`config.mk`:
```
export PLATFORM = sky130hd
export DESIGN_NAME = mtrr_large_page_memory_type
export DESIGN_NICKNAME = d
export VERILOG_FILES = /design/src/design/mlpmt_pkg.sv /design/src/design/mlpmt_ram.sv /design/src/design/mlpmt_ctrl.sv /design/src/design/mlpmt_dpath.sv /design/src/design/mtrr_large_page_memory_type.sv
export SDC_FILE = /design/constraint.sdc
export NUM_CORES = 1
export LEC_CHECK = 0
export CAP_MARGIN = 20
export CORE_MARGIN = 2
export CORE_UTILIZATION = 55
export CTS_CLUSTER_SIZE = 20
export DETAILED_ROUTE_END_ITERATION = 8
export DONT_BUFFER_PORTS = 1
export GPL_TIMING_DRIVEN = 0
export MAX_ROUTING_LAYER = met4
export PLACE_DENSITY = 0.7
export SLEW_MARGIN = 20
export SYNTH_ARGS = -nofsm -noshare
export SYNTH_HDL_FRONTEND = slang
export SYNTH_SLANG_ARGS = --single-unit
```
`constraint.sdc`:
```
create_clock -name clk -period 19.4 [get_ports clk]
set_input_delay 0 -clock clk [delete_from_list [all_inputs] [get_ports clk]]
set_output_delay 0 -clock clk [all_outputs]
set_load 0.01 [all_outputs]
```
`src/design/mlpmt_pkg.sv`:
```
// Package for the MTRR large-page memory type resolver.
// Holds the beat types, the memory type codes, the state enum and the control structs.
`default_nettype none

package mlpmt_pkg;

    localparam int ADDR_W          = 52;
    localparam int BASE_W          = 40;
    localparam int PAGE_W          = 31;
    localparam int KIND_W          = 3;
    localparam int LARGE_SHIFT     = 21;
    localparam int SMALL_SHIFT     = 12;
    localparam int ENTRY_W         = 2 * ADDR_W + KIND_W;
    localparam int MAX_RANGES_DEF  = 16;

    localparam logic [KIND_W-1:0] TYPE_UC = 3'd0;
    localparam logic [KIND_W-1:0] TYPE_WB = 3'd6;

    localparam logic CMD_LOAD    = 1'b0;
    localparam logic CMD_RESOLVE = 1'b1;

    // One request beat.
    typedef struct packed {
        logic              cmd;
        logic [BASE_W-1:0] base_page;
        logic [BASE_W-1:0] mask_page;
        logic [KIND_W-1:0] range_kind;
        logic              range_on;
        logic [PAGE_W-1:0] large_page_number;
    } mlpmt_req_t;

    // One result beat.
    typedef struct packed {
        logic [KIND_W-1:0] memory_type;
        logic              range_kept;
        logic              table_full;
    } mlpmt_res_t;

    typedef enum logic [2:0] {
        ST_IDLE,
        ST_LOAD_CHK,
        ST_LOAD_WR,
        ST_RES_CHK,
        ST_WALK,
        ST_DONE
    } mlpmt_state_t;

    // Commands from the controller to the datapath.
    typedef struct packed {
        logic capture;
        logic set_full;
        logic set_kept;
        logic set_uc;
        logic ram_write;
        logic walk_init;
        logic walk_issue;
    } mlpmt_cmd_t;

    // Status from the datapath to the controller.
    typedef struct packed {
        logic is_resolve;
        logic load_skip;
        logic load_full;
        logic table_empty;
        logic page_zero;
        logic issue_ok;
        logic cmp_pending;
        logic uc_hit;
    } mlpmt_status_t;

endpackage

`default_nettype wire

```
`src/design/mlpmt_ram.sv`:
```
// Generic single-port-write, single-port-read RAM with a registered read.
// Depends on nothing.
`default_nettype none

module mlpmt_ram #(
    parameter int WIDTH = 8,
    parameter int DEPTH = 16
) (
    input  wire logic                                  clk,
    input  wire logic                                  we,
    input  wire logic [(DEPTH > 1 ? $clog2(DEPTH) : 1)-1:0] waddr,
    input  wire logic [WIDTH-1:0]                      wdata,
    input  wire logic                                  re,
    input  wire logic [(DEPTH > 1 ? $clog2(DEPTH) : 1)-1:0] raddr,
    output logic      [WIDTH-1:0]                      rdata
);

    logic [WIDTH-1:0] mem [DEPTH];
    logic [WIDTH-1:0] rdata_reg;

    // Write port and registered read port.
    always_ff @(posedge clk)
    begin
        if (we)
        begin
            mem[waddr] <= wdata;
        end
        if (re)
        begin
            rdata_reg <= mem[raddr];
        end
    end

    assign rdata = rdata_reg;

endmodule

`default_nettype wire

```
`src/design/mlpmt_ctrl.sv`:
```
// Controller state machine of the MTRR large-page memory type resolver.
// Depends on mlpmt_pkg for the state enum and the command and status structs.
`default_nettype none

module mlpmt_ctrl (
    input  wire logic                    clk,
    input  wire logic                    rst_n,
    input  wire logic                    start,
    input  wire mlpmt_pkg::mlpmt_status_t status,
    output mlpmt_pkg::mlpmt_cmd_t        cmd,
    output logic                         busy,
    output logic                         done
);
    import mlpmt_pkg::*;

    mlpmt_state_t state_reg;
    mlpmt_state_t state_next;

    // State register.
    always_ff @(posedge clk or negedge rst_n)
    begin
        if (!rst_n)
        begin
            state_reg <= ST_IDLE;
        end
        else
        begin
            state_reg <= state_next;
        end
    end

    // Next state and commands.
    always_comb
    begin
        state_next = state_reg;
        cmd        = '0;
        busy       = 1'b1;
        done       = 1'b0;
        case (state_reg)
            ST_IDLE:
            begin
                busy = 1'b0;
                if (start)
                begin
                    cmd.capture = 1'b1;
                    state_next  = ST_LOAD_CHK;
                end
            end
            ST_LOAD_CHK:
            begin
                // The captured beat decides which path it takes.
                if (status.is_resolve)
                begin
                    state_next = ST_RES_CHK;
                end
                else if (status.load_skip)
                begin
                    state_next = ST_DONE;
                end
                else if (status.load_full)
                begin
                    cmd.set_full = 1'b1;
                    state_next   = ST_DONE;
                end
                else
                begin
                    state_next = ST_LOAD_WR;
                end
            end
            ST_LOAD_WR:
            begin
                cmd.ram_write = 1'b1;
                cmd.set_kept  = 1'b1;
                state_next    = ST_DONE;
            end
            ST_RES_CHK:
            begin
                if (status.table_empty)
                begin
                    state_next = ST_DONE;
                end
                else if (status.page_zero)
                begin
                    cmd.set_uc = 1'b1;
                    state_next = ST_DONE;
                end
                else
                begin
                    cmd.walk_init = 1'b1;
                    state_next    = ST_WALK;
                end
            end
            ST_WALK:
            begin
                // Reads are issued back to back; a UC hit ends the walk.
                cmd.walk_issue = status.issue_ok && !status.uc_hit;
                if (status.uc_hit || (!status.issue_ok && !status.cmp_pending))
                begin
                    state_next = ST_DONE;
                end
            end
            ST_DONE:
            begin
                done       = 1'b1;
                state_next = ST_IDLE;
            end
            default:
            begin
                state_next = ST_IDLE;
            end
        endcase
    end

endmodule

`default_nettype wire

```
`src/design/mlpmt_dpath.sv`:
```
// Datapath of the MTRR large-page memory type resolver: request and result
// registers, the range table in RAM, bound arithmetic and the overlap compare.
// Depends on mlpmt_pkg and mlpmt_ram.
`default_nettype none

module mlpmt_dpath #(
    parameter int MAX_RANGES = mlpmt_pkg::MAX_RANGES_DEF
) (
    input  wire logic                  clk,
    input  wire logic                  rst_n,
    input  wire mlpmt_pkg::mlpmt_req_t request,
    input  wire mlpmt_pkg::mlpmt_cmd_t cmd,
    output mlpmt_pkg::mlpmt_status_t   status,
    output mlpmt_pkg::mlpmt_res_t      result
);
    import mlpmt_pkg::*;

    localparam int IDX_W = (MAX_RANGES > 1) ? $clog2(MAX_RANGES) : 1;
    localparam int CNT_W = $clog2(MAX_RANGES + 1);

    mlpmt_req_t        req_reg;
    mlpmt_res_t        res_reg;
    mlpmt_res_t        res_next;
    logic [BASE_W-1:0] fill_reg;
    logic [BASE_W-1:0] fill_next;
    logic [CNT_W-1:0]  count_reg;
    logic [CNT_W-1:0]  count_next;
    logic [CNT_W-1:0]  rd_idx_reg;
    logic [CNT_W-1:0]  rd_idx_next;
    logic              cmp_pend_reg;
    logic              cmp_pend_next;

    logic [ADDR_W-1:0]  span_lo;
    logic [ADDR_W:0]    span_sum;
    logic [ADDR_W-1:0]  span_hi;
    logic [ENTRY_W-1:0] wdata;
    logic [ENTRY_W-1:0] rdata;
    logic [ADDR_W-1:0]  rd_lo;
    logic [ADDR_W-1:0]  rd_hi;
    logic [KIND_W-1:0]  rd_kind;
    logic [ADDR_W-1:0]  page_start;
    logic [ADDR_W-1:0]  page_end;
    logic               hit;

    // Range bounds: the fill holds the ones below the lowest set mask bit,
    // so low plus the fill extended by 4K gives the last byte. A zero mask
    // fills all bits and lands on the saturated top address.
    assign fill_next = ~req_reg.mask_page & (req_reg.mask_page - BASE_W'(1));
    assign span_lo   = {req_reg.base_page, {SMALL_SHIFT{1'b0}}};
    assign span_sum  = {1'b0, span_lo} + {1'b0, fill_reg, {SMALL_SHIFT{1'b1}}};
    assign span_hi   = span_sum[ADDR_W] ? {ADDR_W{1'b1}} : span_sum[ADDR_W-1:0];
    assign wdata     = {span_lo, span_hi, req_reg.range_kind};

    mlpmt_ram #(
        .WIDTH (ENTRY_W),
        .DEPTH (MAX_RANGES)
    ) u_table (
        .clk   (clk),
        .we    (cmd.ram_write),
        .waddr (count_reg[IDX_W-1:0]),
        .wdata (wdata),
        .re    (cmd.walk_issue),
        .raddr (rd_idx_reg[IDX_W-1:0]),
        .rdata (rdata)
    );

    // Overlap compare of the entry that the last read returned.
    assign rd_lo      = rdata[ENTRY_W-1 -: ADDR_W];
    assign rd_hi      = rdata[KIND_W +: ADDR_W];
    assign rd_kind    = rdata[KIND_W-1:0];
    assign page_start = {req_reg.large_page_number, {LARGE_SHIFT{1'b0}}};
    assign page_end   = {req_reg.large_page_number, {LARGE_SHIFT{1'b1}}};
    assign hit        = cmp_pend_reg && (page_start <= rd_hi) && (page_end >= rd_lo);

    // Next values of the control registers.
    always_comb
    begin
        count_next    = cmd.ram_write ? count_reg + CNT_W'(1) : count_reg;
        rd_idx_next   = rd_idx_reg;
        cmp_pend_next = cmd.walk_issue;
        if (cmd.walk_init)
        begin
            rd_idx_next = '0;
        end
        else if (cmd.walk_issue)
        begin
            rd_idx_next = rd_idx_reg + CNT_W'(1);
        end
    end

    // Next value of the result beat.
    always_comb
    begin
        res_next = res_reg;
        if (cmd.capture)
        begin
            res_next.memory_type = (request.cmd == CMD_RESOLVE) ? TYPE_WB : TYPE_UC;
            res_next.range_kept  = 1'b0;
            res_next.table_full  = 1'b0;
        end
        if (cmd.set_full)
        begin
            res_next.table_full = 1'b1;
        end
        if (cmd.set_kept)
        begin
            res_next.range_kept = 1'b1;
        end
        if (cmd.set_uc)
        begin
            res_next.memory_type = TYPE_UC;
        end
        if (hit)
        begin
            res_next.memory_type = rd_kind;
        end
    end

    // Control registers.
    always_ff @(posedge clk or negedge rst_n)
    begin
        if (!rst_n)
        begin
            count_reg    <= '0;
            rd_idx_reg   <= '0;
            cmp_pend_reg <= 1'b0;
        end
        else
        begin
            count_reg    <= count_next;
            rd_idx_reg   <= rd_idx_next;
            cmp_pend_reg <= cmp_pend_next;
        end
    end

    // Payload registers.
    always_ff @(posedge clk)
    begin
        if (cmd.capture)
        begin
            req_reg <= request;
        end
        fill_reg <= fill_next;
        res_reg  <= res_next;
    end

    // Status toward the controller.
    always_comb
    begin
        status.is_resolve  = (req_reg.cmd == CMD_RESOLVE);
        status.load_skip   = !req_reg.range_on || (req_reg.range_kind == TYPE_WB);
        status.load_full   = (count_reg == CNT_W'(MAX_RANGES));
        status.table_empty = (count_reg == '0);
        status.page_zero   = (req_reg.large_page_number == '0);
        status.issue_ok    = (rd_idx_reg < count_reg);
        status.cmp_pending = cmp_pend_reg;
        status.uc_hit      = hit && (rd_kind == TYPE_UC);
    end

    assign result = res_reg;

endmodule

`default_nettype wire

```
`src/design/mtrr_large_page_memory_type.sv`:
```
// MTRR large-page memory type resolver, top level.
// Usage:
//   A request beat is taken when start is high and busy is low. Its cmd field
//   selects a load (store one variable range in the table) or a resolve (find
//   the memory type of one 2 MB page).
//   Each request gives exactly one result beat, shown on result for one cycle
//   while done is high. The receiver cannot stall; it must take the beat.
// Flow and throughput:
//   A stored load passes through the load check and the table write before
//   done; an ignored or dropped load goes from the load check straight to done.
//   A resolve goes from its check straight to done when the table is empty or
//   the page is zero, and otherwise walks the stored ranges, one table read per
//   cycle through the RAM's registered read port; a UC hit ends the walk
//   early. busy stays high through the done cycle, so one request is in work
//   at a time and the next one can be taken in the cycle after done.
// Reset:
//   rst_n clears the state machine and the stored range count, so the table
//   reads as empty. Table entries themselves are not cleared.
// Depends on mlpmt_pkg, mlpmt_ctrl, mlpmt_dpath and mlpmt_ram.
`default_nettype none

module mtrr_large_page_memory_type #(
    parameter int MAX_RANGES = mlpmt_pkg::MAX_RANGES_DEF
) (
    input  wire logic                  clk,
    input  wire logic                  rst_n,
    input  wire logic                  start,
    input  wire mlpmt_pkg::mlpmt_req_t request,
    output logic                       busy,
    output logic                       done,
    output mlpmt_pkg::mlpmt_res_t      result
);
    import mlpmt_pkg::*;

    mlpmt_cmd_t    cmd;
    mlpmt_status_t status;

    // Sequencing of loads and table walks.
    mlpmt_ctrl u_ctrl (
        .clk    (clk),
        .rst_n  (rst_n),
        .start  (start),
        .status (status),
        .cmd    (cmd),
        .busy   (busy),
        .done   (done)
    );

    // Range table, bounds and compare.
    mlpmt_dpath #(
        .MAX_RANGES (MAX_RANGES)
    ) u_dpath (
        .clk     (clk),
        .rst_n   (rst_n),
        .request (request),
        .cmd     (cmd),
        .status  (status),
        .result  (result)
    );

endmodule

`default_nettype wire

```
==> metrics.txt, run 1 <==
# TYPE chip_impl_metric gauge
chip_impl_info{name="outcome",value="finished, final reports clean"} 1
chip_impl_metric{name="dp_worst_setup_slack",unit="ns"} 14.84
chip_impl_metric{name="grt_pass1_vias",unit=""} 26677
chip_impl_metric{name="largest_register_ff_count",unit=""} 1040
chip_impl_metric{name="drt_wl_total",unit="µm"} 129000
chip_impl_metric{name="hold_violations",unit=""} 0
chip_impl_metric{name="max_cap_viol_count",unit=""} 0
chip_impl_metric{name="fill_cell_instance_count_of_the_final_layout",unit=""} 5724
chip_impl_metric{name="finalWorstPathRequiredPeriod",unit="ns"} 4.72
chip_impl_metric{name="ctsLongestPathBuffers",unit=""} 3
chip_impl_info{name="critical_path.endpoint_type",value="flop"} 1
chip_impl_metric{name="gp_congestion",unit=""} 0.890
chip_impl_metric{name="boundaryPins",unit=""} 126
chip_impl_metric{name="syn_area_per_cell",unit="µm²"} 21.1
chip_impl_metric{name="floorplan.initialDensity",unit=""} 0.557
chip_impl_metric{name="postPlaceCellArea",unit="mm²"} 0.0527
chip_impl_metric{name="grt_util_all_layers",unit=""} 0.289
chip_impl_metric{name="grt.overflow.total",unit=""} 0
chip_impl_metric{name="worst_path_bufs_invs",unit=""} 2
chip_impl_metric{name="detailed_place_hpwl",unit="µm"} 79500
chip_impl_metric{name="ir_worst_vdd",unit="mV"} 0.0825
chip_impl_metric{name="area_delta_synth_final",unit="%"} 17.8
chip_impl_metric{name="post_synth_num_cell_types",unit=""} 66
chip_impl_metric{name="internal_power",unit="W"} 0.00550
chip_impl_metric{name="total_leakage_power",unit="nW"} 19.6
chip_impl_metric{name="mappedNetlistArea",unit="mm²"} 0.0503
chip_impl_metric{name="worst_setup_hold_path_clk_slew",unit="ns"} 0.07
chip_impl_metric{name="cp_max_fo",unit=""} 17
chip_impl_metric{name="antenna_found_initial",unit=""} 2
chip_impl_info{name="critical_path.cell_chain",value="ha_1, clkbuf_1, a21oi_1, o21ai_0, a21oi_1, o21ai_0, a211o_1, a41o_1, a31oi_1, o21ba_2, clkbuf_1, nand2_1"} 1
chip_impl_metric{name="worstSkewPairLatency",unit="ns"} 0.74
chip_impl_metric{name="grt_pass1_wl",unit="µm"} 185000
chip_impl_metric{name="slowest_delay",unit="ns"} 0.69
chip_impl_metric{name="tightest_slew",unit="ns"} 1.17
chip_impl_metric{name="routed_wire_length_per_instance",unit="µm"} 31.5
chip_impl_metric{name="port_buffers",unit=""} 0
chip_impl_metric{name="powerDensity",unit="mW/mm²"} 129
chip_impl_metric{name="timing.final.crit_share",unit=""} 0.243
chip_impl_info{name="tritoncts",value="yes"} 1
chip_impl_info{name="synth.area.top_cells",value="sky130_fd_sc_hd__edfxtp_1 73%, sky130_fd_sc_hd__mux4_2 15%, sky130_fd_sc_hd__ha_1 2.7%"} 1
chip_impl_metric{name="synthesis.nets",unit=""} 2611
chip_impl_metric{name="post-route-cell-area",unit="mm²"} 0.0592
chip_impl_metric{name="detail-route-antenna-nets",unit=""} 0
chip_impl_info{name="unrepaired_setup_endpoints_after_global_routing",value="no"} 1
chip_impl_info{name="setup.worst_path.start_class",value="flop"} 1
chip_impl_metric{name="firstDrtPassIters",unit=""} 6
chip_impl_metric{name="netlist.area_leader.share",unit=""} 0.731
chip_impl_info{name="synth_ff_type",value="sky130_fd_sc_hd__edfxtp_1"} 1
chip_impl_metric{name="fp.dieArea",unit="mm²"} 0.0938
chip_impl_metric{name="routed_via_density",unit=""} 6.46
chip_impl_info{name="hold_class",value="in2reg"} 1
chip_impl_metric{name="die_width",unit="µm"} 306
chip_impl_metric{name="final.setup.worst_slack",unit="ns"} 14.68
chip_impl_metric{name="ff_latch_count_synth",unit=""} 1280
chip_impl_metric{name="setup-violations-final",unit=""} 0
chip_impl_metric{name="clockPowerShare",unit=""} 0.319
chip_impl_info{name="path_delay_family",value="compound AO/OA/AOI/OAI gates"} 1
chip_impl_metric{name="critPathRequiredTime",unit="ns"} 19.66
chip_impl_metric{name="fmax",unit="GHz"} 0.212
chip_impl_metric{name="power.share.switching",unit=""} 0.281
chip_impl_metric{name="number_of_standard_cells_after_synthesis",unit=""} 2384
chip_impl_metric{name="worst_clock_skew",unit="ns"} 0.0312
chip_impl_info{name="criticalPathCategory",value="reg2reg"} 1
chip_impl_metric{name="insertedDiodeCount",unit=""} 0
chip_impl_metric{name="cp.arrival",unit="ns"} 4.97
chip_impl_info{name="post-synth-top-count-cell",value="sky130_fd_sc_hd__edfxtp_1"} 1
chip_impl_metric{name="multiInputGateArea",unit="mm²"} 0.0117
chip_impl_metric{name="setup_total_negative_slack",unit="ns"} 0
chip_impl_info{name="critical_path_slowest_stage_cell",value="sky130_fd_sc_hd__edfxtp_1"} 1
chip_impl_metric{name="num_rows",unit=""} 110
chip_impl_metric{name="drc_markers",unit=""} 0
chip_impl_metric{name="drive_above_1_share",unit=""} 0.212
chip_impl_metric{name="cts_buffers",unit=""} 130
chip_impl_metric{name="die_height",unit="µm"} 306
chip_impl_metric{name="final-max-slew-violation-count",unit=""} 0
chip_impl_metric{name="nets",unit=""} 3033
chip_impl_metric{name="ff_latch_area",unit="mm²"} 0.0379
chip_impl_metric{name="first_iter_violations",unit=""} 3617
chip_impl_metric{name="p_total",unit="W"} 0.00765
chip_impl_metric{name="timing.slew.headroom",unit=""} 0.222
chip_impl_metric{name="p_seq_frac",unit=""} 0.451
chip_impl_metric{name="core",unit="mm²"} 0.0903
chip_impl_metric{name="power_switching",unit="W"} 0.00215
chip_impl_metric{name="cts.repair.resized",unit=""} 0
chip_impl_metric{name="synth_async_sr_flop_share",unit=""} 0.0109
chip_impl_info{name="synthTopCellsByCount",value="1,224 x sky130_fd_sc_hd__edfxtp_1, 325 x sky130_fd_sc_hd__mux4_2, 108 x sky130_fd_sc_hd__ha_1"} 1
chip_impl_metric{name="yosysSeqAreaShare",unit=""} 0.755
chip_impl_metric{name="htree_num_levels",unit=""} 4
chip_impl_info{name="cts_root_buf",value="sky130_fd_sc_hd__clkbuf_16"} 1
chip_impl_metric{name="synthesis.yosys.warnings",unit=""} 0
chip_impl_metric{name="combinationalPowerShare",unit=""} 0.229
chip_impl_metric{name="post-route-util",unit=""} 0.656
chip_impl_metric{name="synth_edf_count",unit=""} 1224
chip_impl_info{name="synth_top_area_cell",value="sky130_fd_sc_hd__edfxtp_1"} 1
chip_impl_metric{name="pin_count_of_the_biggest_net_entering_global_routing",unit=""} 81
chip_impl_metric{name="cts_sinks",unit=""} 1280
chip_impl_metric{name="vias",unit=""} 26362
-- worst min-delay path, delay by kind of cell --
family	cells	cell delay, ns
buf+inv	1	0.56
compound gates	2	0.25
simple gates	1	0.08
-- cell families (layout without fill, tap and decap cells) --
| logic type | Yosys count | in the layout | synth area share |
|---|---|---|---|
| and+or+nand+nor | 251 | 251 | 0.0268 |
| DFF | 1280 | 1280 | 0.755 |
| muxes | 331 | 331 | 0.147 |
| AOI/OAI and AO/OA | 206 | 206 | 0.0264 |
| buffers and inverters | 180 | 698 | 0.0134 |
| xor gates and xnor gates | 28 | 28 | 0.00488 |
| adders and majority gates | 108 | 108 | 0.0269 |
-- area by class of cell --
class	count	area share
sequential	1280	0.641
multi-input combinational	924	0.198
buffer	92	0.00630
clock inverter	62	0.0118
clock buffer	166	0.0578
timing repair buffer	290	0.0546
inverter	88	0.00566
tap	1176	0.0249
-- stage by stage --
step                      std cells  hold slack, ns
after floorplan                2384          -0.296
after global placement         3560          -0.295
after detailed placement       3613          -0.295
after CTS                      4076           0.141
after global routing           4078           0.219
final                          4078           0.176
-- repair_timing --
action                    4_1_cts  5_1_grt
hold endpoints to repair      171        0
hold buffers                  235        0
setup buffers                   0        0
-- per-layer routing --
layer | GRT usage | up-vias | wire, µm
met1 | 0.398 | 13889 | 50500
met2 | 0.450 | 1508 | 62600
met3 | 0.0473 | 222 | 11900
met5 | - | - | 0
met4 | 0.0897 | 0 | 3620
li1 | - | 10743 | -
-- placed cells by master (no fill, tap or decap), types with 16 or more instances in the layout --
| cell type | instances |
|---|---|
| sky130_fd_sc_hd__mux4_2 | 325 |
| sky130_fd_sc_hd__clkbuf_2 | 18 |
| sky130_fd_sc_hd__dfxtp_1 | 42 |
| sky130_fd_sc_hd__nor4_1 | 19 |
| sky130_fd_sc_hd__buf_4 | 20 |
| sky130_fd_sc_hd__edfxtp_1 | 1224 |
| sky130_fd_sc_hd__ha_1 | 108 |
| sky130_fd_sc_hd__nand4_1 | 16 |
| sky130_fd_sc_hd__a21oi_1 | 64 |
| sky130_fd_sc_hd__nand2_1 | 73 |
| sky130_fd_sc_hd__nor2_1 | 45 |
| sky130_fd_sc_hd__a21o_1 | 32 |
| sky130_fd_sc_hd__clkbuf_16 | 131 |
| sky130_fd_sc_hd__clkbuf_1 | 99 |
| sky130_fd_sc_hd__dlygate4sd3_1 | 235 |
| sky130_fd_sc_hd__o21ai_0 | 36 |
| sky130_fd_sc_hd__nor3_1 | 19 |
| sky130_fd_sc_hd__clkinv_1 | 16 |
| sky130_fd_sc_hd__xnor2_1 | 20 |
| sky130_fd_sc_hd__inv_1 | 87 |
-- worst paths after layout --
path | from | end | slack (ns) | cells past startpoint
hold / removal | start | u_ctrl.state_reg[0] | 0.18 | 4
hold reg to reg | u_dpath.req_reg[54] | u_dpath.fill_reg[19] | 0.46 | 1
min in group asynchronous | rst_n | u_ctrl.state_reg[1] | 0.29 | 2
max in group asynchronous | rst_n | u_dpath.rd_idx_reg[1] | 18.67 | 2
setup / recovery | u_dpath.req_reg[94] | u_dpath.u_table.mem[1][26] | 14.68 | 12
setup reg to reg | u_dpath.req_reg[94] | u_dpath.u_table.mem[1][26] | 14.68 | 12
-- power groups by stage --
stage                     sequential (W)  clock [W]  combinational (W)
after floorplan                  0.00344          0            0.00113
after global placement           0.00352          0            0.00161
after detailed placement         0.00350          0            0.00170
after CTS                        0.00344    0.00245            0.00175
after global routing             0.00346    0.00257            0.00186
final                            0.00345    0.00244            0.00175
Note: power is estimated with default switching activity, not from simulation.
==> inputs of run 2 (changes only) <==
--- a/config.mk
+++ b/config.mk
@@ -13,7 +13,7 @@
 export DONT_BUFFER_PORTS = 1
 export GPL_TIMING_DRIVEN = 0
 export MAX_ROUTING_LAYER = met4
-export PLACE_DENSITY = 0.7
+export PLACE_DENSITY = 0.73
 export SLEW_MARGIN = 20
 export SYNTH_ARGS = -nofsm -noshare
 export SYNTH_HDL_FRONTEND = slang
==> constraint.sdc (replaced) <==
create_clock -name clk -period 3.9 [get_ports clk]
set_input_delay 0 -clock clk [delete_from_list [all_inputs] [get_ports clk]]
set_output_delay 0 -clock clk [all_outputs]
set_load 0.01 [all_outputs]
==> run 2 against run 1 <==
  * Register-to-register slack got worse by 15 ns
  * Worst hold slack better by 0.074 ns
  * Combinational power rose to 5.1 times the previous value
  * Maximum frequency is 22% higher
  * Via count rose by 0.21%
  * Sequential power rose to 5.0 times the previous value
  * Routed wire length about the same
  * First-iteration DRC count is 3.2% higher
  * Critical endpoint is now u_dpath.u_table.rdata[90]
  * Largest cell class unchanged
  * Highest routed layer unchanged
==> metrics.txt, run 2 (synthesized netlist as in run 1, its figures left out) <==
# TYPE chip_impl_metric gauge
chip_impl_info{name="reg2reg_from",value="u_dpath.rd_idx_reg[1]"} 1
chip_impl_metric{name="drive_above_1_share",unit=""} 0.228
chip_impl_metric{name="finalWorstPathRequiredPeriod",unit="ns"} 3.87
chip_impl_metric{name="post-route-cell-area",unit="mm²"} 0.0594
chip_impl_metric{name="worst_setup_hold_path_clk_slew",unit="ns"} 0.06
chip_impl_info{name="cts_root_buf",value="sky130_fd_sc_hd__clkbuf_16"} 1
chip_impl_metric{name="tightest_slew",unit="ns"} 1.22
chip_impl_metric{name="routed_wire_length_per_instance",unit="µm"} 31.5
chip_impl_info{name="tritoncts",value="yes"} 1
chip_impl_metric{name="post-route-util",unit=""} 0.658
chip_impl_metric{name="die_width",unit="µm"} 306
chip_impl_metric{name="gp_congestion",unit=""} 0.904
chip_impl_metric{name="floorplan.initialDensity",unit=""} 0.557
chip_impl_metric{name="area_delta_synth_final",unit="%"} 18.1
chip_impl_metric{name="layoutNonFillerInstCount",unit=""} 4088
chip_impl_metric{name="cts_buffers",unit=""} 119
chip_impl_metric{name="worst_clock_skew",unit="ns"} 0.0237
chip_impl_metric{name="final-max-slew-violation-count",unit=""} 0
chip_impl_metric{name="grt_pass1_wl",unit="µm"} 186000
chip_impl_metric{name="critPathRequiredTime",unit="ns"} 4.30
chip_impl_metric{name="nets",unit=""} 3037
chip_impl_metric{name="setup_total_negative_slack",unit="ns"} 0
chip_impl_metric{name="vias",unit=""} 26417
chip_impl_info{name="setup.worst_path.start_class",value="flop"} 1
chip_impl_metric{name="num_rows",unit=""} 110
chip_impl_metric{name="drc_markers",unit=""} 0
chip_impl_metric{name="power.share.switching",unit=""} 0.281
chip_impl_metric{name="pin_count_of_the_biggest_net_entering_global_routing",unit=""} 83
chip_impl_info{name="hold_path_end",value="u_dpath.result[0]"} 1
chip_impl_info{name="layout_commonest_cell",value="sky130_fd_sc_hd__edfxtp_1"} 1
chip_impl_metric{name="combinationalPowerShare",unit=""} 0.239
chip_impl_metric{name="drt_wl_total",unit="µm"} 129000
chip_impl_metric{name="routed_via_density",unit=""} 6.46
chip_impl_metric{name="ctsLongestPathBuffers",unit=""} 3
chip_impl_metric{name="detailed_place_hpwl",unit="µm"} 78200
chip_impl_info{name="outcome",value="finished, final reports clean"} 1
chip_impl_metric{name="max_cap_viol_count",unit=""} 0
chip_impl_metric{name="htree_num_levels",unit=""} 3
chip_impl_metric{name="grt.overflow.total",unit=""} 0
chip_impl_metric{name="worst-r2r-setup-slack",unit="ns"} 0.03
chip_impl_info{name="hold_path_startpoint",value="start"} 1
chip_impl_metric{name="clockPowerShare",unit=""} 0.305
chip_impl_metric{name="first_iter_violations",unit=""} 3731
chip_impl_metric{name="core",unit="mm²"} 0.0903
chip_impl_metric{name="firstDrtPassIters",unit=""} 7
chip_impl_metric{name="p_total",unit="W"} 0.0374
chip_impl_metric{name="grt_pass1_vias",unit=""} 26774
chip_impl_metric{name="postPlaceCellArea",unit="mm²"} 0.0527
chip_impl_metric{name="ir_worst_vdd",unit="mV"} 0.475
chip_impl_metric{name="power_switching",unit="W"} 0.0105
chip_impl_info{name="criticalPathCategory",value="reg2reg"} 1
chip_impl_info{name="layout_common_cells",value="1,224 x sky130_fd_sc_hd__edfxtp_1, 325 x sky130_fd_sc_hd__mux4_2, 235 x sky130_fd_sc_hd__dlygate4sd3_1"} 1
chip_impl_metric{name="worstSkewPairLatency",unit="ns"} 0.69
chip_impl_info{name="unrepaired_setup_endpoints_after_global_routing",value="no"} 1
chip_impl_metric{name="timing.slew.headroom",unit=""} 0.166
chip_impl_metric{name="cp.arrival",unit="ns"} 4.27
chip_impl_metric{name="boundaryPins",unit=""} 126
chip_impl_metric{name="largest_register_ff_count",unit=""} 1040
chip_impl_metric{name="setup-violations-final",unit=""} 0
chip_impl_metric{name="cts_sinks",unit=""} 1280
chip_impl_metric{name="cp_max_fo",unit=""} 10
chip_impl_info{name="critical_path.endpoint_type",value="flop"} 1
chip_impl_metric{name="powerDensity",unit="mW/mm²"} 630
chip_impl_info{name="hold_class",value="in2reg"} 1
chip_impl_metric{name="internal_power",unit="W"} 0.0269
chip_impl_metric{name="worstRegToRegCells",unit=""} 5
chip_impl_metric{name="port_buffers",unit=""} 0
chip_impl_metric{name="total_leakage_power",unit="nW"} 19.7
chip_impl_metric{name="fp.dieArea",unit="mm²"} 0.0938
chip_impl_metric{name="fmax",unit="GHz"} 0.258
chip_impl_metric{name="hold_path_depth",unit=""} 3
chip_impl_metric{name="detail-route-antenna-nets",unit=""} 0
chip_impl_metric{name="die_height",unit="µm"} 306
chip_impl_metric{name="p_seq_frac",unit=""} 0.456
chip_impl_metric{name="grt_util_all_layers",unit=""} 0.288
chip_impl_metric{name="antenna_found_initial",unit=""} 2
chip_impl_metric{name="timing.final.crit_share",unit=""} 0.993
chip_impl_metric{name="hold_violations",unit=""} 0
chip_impl_info{name="regToRegEndpoint",value="u_dpath.u_table.rdata[90]"} 1
chip_impl_metric{name="place_inst",unit=""} 3606
run 2: cell count changes in the layout (fill, tap and decap cells not counted), sizes merged:
| cell | delta |
|---|---|
| bufinv | -2 |
| buf | +15 |
| clkinv | +6 |
| clkbuf | -16 |
| clkdlybuf4s15 | +6 |
| diode | +1 |
run 2: worst max-delay path by stage:
stage	endpoint	depth (start not counted)	slack (ns)	start
final	u_dpath.u_table.rdata[90]	5	0.03	u_dpath.rd_idx_reg[1]
after global placement	u_dpath.u_table.mem[8][68]	5	-3.80	u_ctrl.state_reg[2]
after floorplan	u_dpath.u_table.mem[12][0]	5	-0.33	u_ctrl.state_reg[2]
after global routing	u_dpath.u_table.mem[12][54]	11	0.007	u_dpath.req_reg[99]
after detailed placement	u_dpath.u_table.mem[12][26]	12	-0.97	u_dpath.req_reg[94]
after CTS	u_dpath.u_table.mem[8][33]	11	0.02	u_dpath.req_reg[80]
run 2: per-layer routing:
metal | GRT usage | wire [µm]
met1 | 0.401 | 50800
met4 | 0.0674 | 2930
met3 | 0.0559 | 12800
met5 | - | 0
met2 | 0.447 | 62200
run 2: cell type report:
class | instances | area, µm²
Tap cell | 1176 | 1470
Clock inverter | 66 | 582
Clock buffer | 156 | 3230
Inverter | 88 | 335
Buffer | 92 | 443
Sequential cell | 1280 | 37900
Timing Repair Buffer | 305 | 3450
Antenna cell | 1 | 2.50
Fill cell | 5668 | 30900
Multi-Input combinational cell | 924 | 11900
run 2: power by group through the flow:
stage	combinational (W)	clock (W)	sequential (W)
4_1_cts	0.00880	0.0114	0.0170
3_5_place_dp	0.00837	0	0.0174
5_1_grt	0.00948	0.0120	0.0171
2_1_floorplan	0.00564	0	0.0171
3_3_place_gp	0.00797	0	0.0175
6_report	0.00892	0.0114	0.0171
run 2: per-stage QoR:
| step | hold WS [ns] | setup WS, ns |
|---|---|---|
| after floorplan | -0.296 | -0.331 |
| after global placement | -0.294 | -3.80 |
| after detailed placement | -0.294 | -0.969 |
| after CTS | 0.212 | 0.0161 |
| after global routing | 0.243 | 0.00692 |
| final | 0.251 | 0.0254 |
run 2: what timing repair did:
| action | in CTS | in global routing |
|---|---|---|
| buffers inserted | 14 | 9 |
| hold buffers | 235 | 0 |
| hold endpoints to repair | 169 | 0 |
| setup endpoints to repair | 562 | 483 |
| resized for setup | 42 | 32 |
| gates cloned | 0 | 0 |
run 2: critical path, stage by stage, from the launching register on:
cell and delay (ns):
sky130_fd_sc_hd__dfrtp_1 0.39, sky130_fd_sc_hd__clkdlybuf4s15_1 0.80, sky130_fd_sc_hd__clkbuf_2 0.57, sky130_fd_sc_hd__clkbuf_1 0.76
sky130_fd_sc_hd__mux4_2 0.44, sky130_fd_sc_hd__mux4_2 0.59
